--- config.mk ---
export PLATFORM = sky130hd
export DESIGN_NAME = bds_cursor
export DESIGN_NICKNAME = d
export VERILOG_FILES = /design/src/bds_pkg.sv /design/src/bds_cursor.sv
export SDC_FILE = /design/constraint.sdc
export NUM_CORES = 1
export LEC_CHECK = 0
export ABC_CLOCK_PERIOD_IN_PS = 3340
export BUFFER_PORTS_ARGS = -buffer_cell sky130_fd_sc_hd__buf_4
export CORE_UTILIZATION = 53
export DETAILED_ROUTE_END_ITERATION = 8
export GPL_ROUTABILITY_DRIVEN = 0
export MAX_ROUTING_LAYER = met4
export PLACE_DENSITY = 0.76
export SLEW_MARGIN = 20
export SYNTH_ARGS = -nofsm -noshare
export SYNTH_HDL_FRONTEND = slang
export SYNTH_SLANG_ARGS = --single-unit
--- constraint.sdc ---
create_clock -name clk -period 3.34 [get_ports clk]
set_input_delay 0.334 -clock clk [delete_from_list [all_inputs] [get_ports clk]]
set_output_delay 0.334 -clock clk [all_outputs]
set_load 0.01 [all_outputs]
--- src/bds_pkg.sv ---
package bds_pkg;

    // Widths of the configuration registers and of the port
    localparam int SRC_REG_BITS  = 13;
    localparam int BAND_REG_BITS = 3;
    localparam int CFG_DATA_BITS = 13;
    localparam int CFG_INDEX_BITS = 2;

    // Row limit of the source raster and position widths
    localparam int HEIGHT_LIMIT  = 4096;
    localparam int ROW_BITS      = 12;
    localparam int COORD_BITS    = 11;
    localparam int BAND_OUT_BITS = 2;

    // Register values after reset
    localparam logic [SRC_REG_BITS-1:0]  WIDTH_RESET  = 13'd4096;
    localparam logic [SRC_REG_BITS-1:0]  HEIGHT_RESET = 13'd4096;
    localparam logic [BAND_REG_BITS-1:0] BANDS_RESET  = 3'd1;

    // Configuration register indexes
    typedef enum logic [CFG_INDEX_BITS-1:0] {
        REG_SOURCE_WIDTH  = 2'd0,
        REG_SOURCE_HEIGHT = 2'd1,
        REG_BAND_COUNT    = 2'd2
    } cfg_reg_t;

    // Stream position of the current sample, as the datapath needs it
    typedef struct packed {
        logic                     col_odd;
        logic                     row_odd;
        logic                     last_col_pair;
        logic                     last_row_pair;
        logic                     last_band;
        logic [COORD_BITS-1:0]    out_col;
        logic [COORD_BITS-1:0]    out_row;
        logic [BAND_OUT_BITS-1:0] band;
    } pos_t;

endpackage

--- src/bds_cursor.sv ---
module bds_cursor #(
    parameter int MAX_WIDTH = 4096,
    parameter int MAX_BANDS = 4,
    localparam int BAND_BITS  = (MAX_BANDS > 1) ? $clog2(MAX_BANDS) : 1,
    localparam int LINE_DEPTH = (MAX_WIDTH / 2) * MAX_BANDS,
    localparam int ADDR_BITS  = (LINE_DEPTH > 1) ? $clog2(LINE_DEPTH) : 1
) (
    input  logic                                clk,
    input  logic                                rst_n,
    input  logic                                cfg_write,
    input  logic [bds_pkg::CFG_INDEX_BITS-1:0]  cfg_index,
    input  logic [bds_pkg::CFG_DATA_BITS-1:0]   cfg_data,
    input  logic                                advance,
    output bds_pkg::pos_t                       pos,
    output logic [ADDR_BITS-1:0]                slot,
    output logic [BAND_BITS-1:0]                band
);

    localparam int COL_BITS = $clog2(MAX_WIDTH);
    localparam int W_BITS   = $clog2(MAX_WIDTH + 1);
    localparam int NB_BITS  = $clog2(MAX_BANDS + 1);

    logic [bds_pkg::SRC_REG_BITS-1:0]  width_reg;
    logic [bds_pkg::SRC_REG_BITS-1:0]  height_reg;
    logic [bds_pkg::BAND_REG_BITS-1:0] bands_reg;
    logic [COL_BITS-1:0]               col_reg,  col_next;
    logic [bds_pkg::ROW_BITS-1:0]      row_reg,  row_next;
    logic [BAND_BITS-1:0]              band_reg, band_next;

    logic [W_BITS-1:0]                 w;
    logic [bds_pkg::SRC_REG_BITS-1:0]  h;
    logic [NB_BITS-1:0]                nb;
    logic [BAND_BITS-1:0]              b_eff;
    logic [31:0]                       band_plus;
    logic [31:0]                       col_plus;
    logic [31:0]                       row_plus;
    logic [31:0]                       slot_wide;
    logic                              cfg_hit;

    // Clamp the frame registers to their legal ranges
    always_comb
    begin
        if (width_reg < 13'd2)
            w = W_BITS'(2);
        else if (32'(width_reg) > 32'(MAX_WIDTH))
            w = W_BITS'(MAX_WIDTH);
        else
            w = W_BITS'(width_reg);

        if (height_reg < 13'd2)
            h = 13'd2;
        else if (32'(height_reg) > 32'(bds_pkg::HEIGHT_LIMIT))
            h = bds_pkg::SRC_REG_BITS'(bds_pkg::HEIGHT_LIMIT);
        else
            h = height_reg;

        if (bands_reg == 3'd0)
            nb = NB_BITS'(1);
        else if (32'(bands_reg) > 32'(MAX_BANDS))
            nb = NB_BITS'(MAX_BANDS);
        else
            nb = NB_BITS'(bands_reg);
    end

    assign b_eff     = (32'(band_reg) >= 32'(nb)) ? '0 : band_reg;
    assign band_plus = 32'(b_eff) + 32'd1;
    assign col_plus  = 32'(col_reg) + 32'd1;
    assign row_plus  = 32'(row_reg) + 32'd1;

    // Advance band, then column, then row; wrap at frame end
    always_comb
    begin
        band_next = band_reg;
        col_next  = col_reg;
        row_next  = row_reg;
        if (advance)
        begin
            if (band_plus >= 32'(nb))
            begin
                band_next = '0;
                if (col_plus >= 32'(w))
                begin
                    col_next = '0;
                    if (row_plus >= 32'(h))
                        row_next = '0;
                    else
                        row_next = bds_pkg::ROW_BITS'(row_plus);
                end
                else
                begin
                    col_next = COL_BITS'(col_plus);
                end
            end
            else
            begin
                band_next = BAND_BITS'(band_plus);
            end
        end
    end

    assign cfg_hit = cfg_write &&
                     (cfg_index == bds_pkg::REG_SOURCE_WIDTH ||
                      cfg_index == bds_pkg::REG_SOURCE_HEIGHT ||
                      cfg_index == bds_pkg::REG_BAND_COUNT);

    // Take register writes; a write restarts the frame
    always_ff @(posedge clk or negedge rst_n)
    begin
        if (!rst_n)
        begin
            width_reg  <= bds_pkg::WIDTH_RESET;
            height_reg <= bds_pkg::HEIGHT_RESET;
            bands_reg  <= bds_pkg::BANDS_RESET;
            col_reg    <= '0;
            row_reg    <= '0;
            band_reg   <= '0;
        end
        else
        begin
            if (cfg_write)
            begin
                case (cfg_index)
                    bds_pkg::REG_SOURCE_WIDTH:  width_reg  <= cfg_data;
                    bds_pkg::REG_SOURCE_HEIGHT: height_reg <= cfg_data;
                    bds_pkg::REG_BAND_COUNT:    bands_reg  <= cfg_data[bds_pkg::BAND_REG_BITS-1:0];
                    default:                    ;
                endcase
            end
            if (cfg_hit)
            begin
                col_reg  <= '0;
                row_reg  <= '0;
                band_reg <= '0;
            end
            else
            begin
                col_reg  <= col_next;
                row_reg  <= row_next;
                band_reg <= band_next;
            end
        end
    end

    // Describe the current position for the datapath
    assign slot_wide = 32'(col_reg >> 1) * 32'(MAX_BANDS) + 32'(b_eff);
    assign slot      = slot_wide[ADDR_BITS-1:0];
    assign band      = b_eff;

    always_comb
    begin
        pos.col_odd       = col_reg[0];
        pos.row_odd       = row_reg[0];
        pos.last_col_pair = (32'(col_reg >> 1) == 32'(w >> 1) - 32'd1);
        pos.last_row_pair = (32'(row_reg >> 1) == 32'(h >> 1) - 32'd1);
        pos.last_band     = (32'(b_eff) == 32'(nb) - 32'd1);
        pos.out_col       = bds_pkg::COORD_BITS'(col_reg >> 1);
        pos.out_row       = bds_pkg::COORD_BITS'(row_reg >> 1);
        pos.band          = bds_pkg::BAND_OUT_BITS'(b_eff);
    end

endmodule

==> results.py <==
metrics = {
    "status": {
        "status": "finished, violations left",
        "violations": "negative setup slack",
    },
    "clock_tree": {
        "numCtsBuffers": 5,
        "cts_hold_buf": 0,
        "cts_buffer_depth": 2,
        "cts.reportedPaths.clkPinSlew_ns": 0.11,
        "clockRootBuffer": "clkbuf_8",
        "clock_sinks": 55,
        "clock_latency_ns": 0.32,
        "htreeDepth": 2,
        "cts_tree": "yes",
    },
    "setup_path": {
        "end_kind": "primary output",
        "arrival_ns": 3.34,
        "cp_max_fo": 2,
        "r2r_cells": 13,
        "reg2reg_setup_slack_ns": -0.10,
        "required_ns": 3.01,
        "startpoint_type": "flip-flop",
        "r2r_start": "height_reg[9]",
        "r2r_end": "row_reg[8]",
        "critPathKind": "reg -> out",
    },
    "pwr": {
        "seq_power_share": 0.284,
        "power.switching_w": 0.00135,
        "swShare": 0.426,
        "peakVddDrop_v": 0.000328,
        "pwr-share-clk": 0.123,
        "combPwrFrac": 0.593,
        "intPower_w": 0.00182,
        "leakagePower_nw": 2.64,
        "power_w": 0.00317,
        "powerDensity_nw_per_um2": 548,
    },
    "floorplanning": {
        "core_area_um2": 8300,
        "fp.dieH_um": 95.0,
        "dieArea_um2": 9020,
        "start_util": 0.552,
        "ioPinCount": 63,
        "die_width_um": 95.0,
        "rows": 33,
    },
    "layout": {
        "multi_input_area_um2": 3120,
        "seqCellArea_um2": 1380,
        "num_antenna_cells": 0,
        "nets": 689,
        "syn2layout_area_growth_pct": 26.3,
        "layout-drive-gt1-share": 0.330,
        "nFillCells": 620,
    },
    "synthesis": {
        "ys_top_cells_by_count": "nand2_1, dfrtp_1, o21ai_0",
        "syn-cell-area_um2": 4580,
        "synth.area.top_cells": "dfrtp_1, ha_1, mux2_2",
        "synth_warnings": 0,
        "yosysUniqueCellTypes": 61,
        "synth_nets": 589,
        "synth-async-reset-ratio": 1.00,
        "ys_seq_elements": 55,
        "synth_area_leader_cell": "dfrtp_1",
        "synth_edf_count": 0,
        "avgSynthCellArea_um2": 8.59,
        "synthFlopType": "dfrtp_1",
        "ys_seq_area_frac": 0.301,
        "synth_top_cell_area_share": 0.284,
        "syn_inst": 533,
        "synth_most_common_cell": "nand2_1",
    },
    "sta": {
        "setup_ws_ns": -0.330,
        "finClkSkew_ns": 0.0155,
        "maxSlewViolCount": 0,
        "finalSetupTns_ns": -0.640,
        "slew_headroom": 0.293,
        "hold_viol_final": 0,
        "tightest_slew_ns": 1.06,
        "setup_viol": 6,
        "post-route-period-util": 1.10,
        "rsz0062_at_grt": "true",
        "post-route-min-period_ns": 3.67,
        "fmax_mhz": 272,
    },
    "detailed_routing": {
        "drc": 0,
        "drt.antenna.violating_nets": 0,
        "routed_via_density": 6.04,
        "wl_um": 12800,
        "wire_per_inst_um": 17.3,
        "drt_pre_antenna_iters": 5,
        "drt_iter0_markers": 384,
        "vias": 4465,
    },
    "run": {
        "drv_cap": 0,
    },
    "placed_design": {
        "numPortBuffers": 62,
        "hpwlAfterDp_um": 9690,
    },
    "grt": {
        "grt.overflow.total": 0,
        "grtUsageTotal": 0.300,
        "grt_pass1_vias": 4203,
        "antenna_found_initial": 0,
        "grt_pass1_wl_um": 20300,
        "grt_max_degree": 56,
    },
    "hold_path": {
        "hold_class": "in -> async",
    },
}
[layout make-up]
type	count	share of cell area
multi-input combinational	424	0.539
timing repair buffer	133	0.175
sequential	55	0.239
tap	105	0.0227
clock inverter	3	0.00389
clock buffer	5	0.0119
inverter	14	0.00908
[repair_timing]
action / 4_1_cts / 5_1_grt
hold endpoints to repair: 0 / 0
gates cloned: 0 / 1
pin swaps: 2 / 25
gates resized for setup: 3 / 39
endpoints found under the setup margin: 2 / 25
buffers inserted: 2 / 9
[layout by cell type (no fill, tap or decap), types with 3 or more instances in the layout]
| cell type | instances |
|---|---|
| ha_1 | 35 |
| nand2_1 | 62 |
| buf_6 | 3 |
| and3_1 | 4 |
| or3_1 | 3 |
| nor3_1 | 13 |
| o21ai_1 | 14 |
| o31ai_1 | 5 |
| inv_1 | 14 |
| a22o_1 | 7 |
| o21ai_0 | 29 |
| a31oi_1 | 3 |
| nand3b_1 | 4 |
| dfrtp_1 | 52 |
| dfstp_2 | 3 |
| nand3_1 | 16 |
| a21o_1 | 5 |
| nor4_1 | 5 |
| a211o_1 | 3 |
| xor2_1 | 15 |
| nand2b_1 | 12 |
| a21oi_2 | 4 |
| buf_4 | 129 |
| o21a_1 | 3 |
| a21oi_1 | 23 |
| nor2_1 | 30 |
| a211oi_1 | 4 |
| nand4_1 | 8 |
| xnor2_1 | 25 |
| and4_1 | 4 |
| nor2b_1 | 4 |
| mux2_2 | 31 |
| clkbuf_8 | 5 |
[logic make-up after synthesis]
family          share of synthesized area
fa+ha+maj                           0.101
flops                               0.301
simple gates                        0.209
xor+xnor                           0.0800
buf+inv                            0.0587
compound gates                      0.169
mux                                0.0806
[metrics by stage]
stage / setup WS [ns] / cells / utilization / instance area (um^2) / hold slack, ns
after floorplan: 0.000794 / 533 / - / 4640 / 0.0384
after global placement: 0.0259 / 720 / 0.660 / 5480 / 0.427
after detailed placement: -0.0212 / 720 / 0.660 / 5480 / 0.433
after CTS: -0.351 / 730 / 0.675 / 5600 / 0.0775
after global routing: -0.442 / 739 / 0.697 / 5790 / 0.119
final: -0.330 / 739 / 0.697 / 5790 / 0.0597
[worst max path at each step]
| stage | slack, ns | to | depth (start not counted) | start |
|---|---|---|---|---|
| 6_report | -0.33 | pos[25] | 11 | height_reg[9] |
| 5_1_grt | -0.44 | pos[25] | 11 | height_reg[9] |
| 4_1_cts | -0.35 | pos[25] | 11 | height_reg[9] |
| 3_5_place_dp | -0.02 | pos[25] | 11 | height_reg[9] |
| 3_3_place_gp | 0.03 | pos[25] | 11 | height_reg[9] |
| 2_1_floorplan | 0.0008 | row_reg[2] | 14 | width_reg[6] |
[critical path, stage by stage, from the launching register on]
cell,delay (ns)
dfrtp_1,0.39
or4_4,0.55
nor4b_2,0.23
o21ai_1,0.13
ha_1,0.30
xnor2_1,0.12
a221o_1,0.27
a21oi_2,0.11
o2111ai_1,0.12
or4_4,0.44
a2111oi_4,0.20
buf_4,0.17
[power groups by stage]
stage | clock (W) | combinational (W) | sequential [W]
after detailed placement | 0 | 0.00171 | 0.000904
after CTS | 0.000401 | 0.00174 | 0.000893
final | 0.000390 | 0.00188 | 0.000900
after floorplan | 0 | 0.00106 | 0.000942
after global routing | 0.000422 | 0.00207 | 0.000916
after global placement | 0 | 0.00166 | 0.000896
[routing by layer]
layer / vias up / wire length (um) / global-route usage / part of all wire
li1: 2111 / - / - / -
met1: 2130 / 5740 / 0.402 / 0.45
met2: 197 / 5940 / 0.463 / 0.46
met3: 27 / 853 / 0.0419 / 0.067
met4: 0 / 244 / 0.111 / 0.019
met5: - / 0 / - / 0
Note: power is estimated with default switching activity, not from simulation.
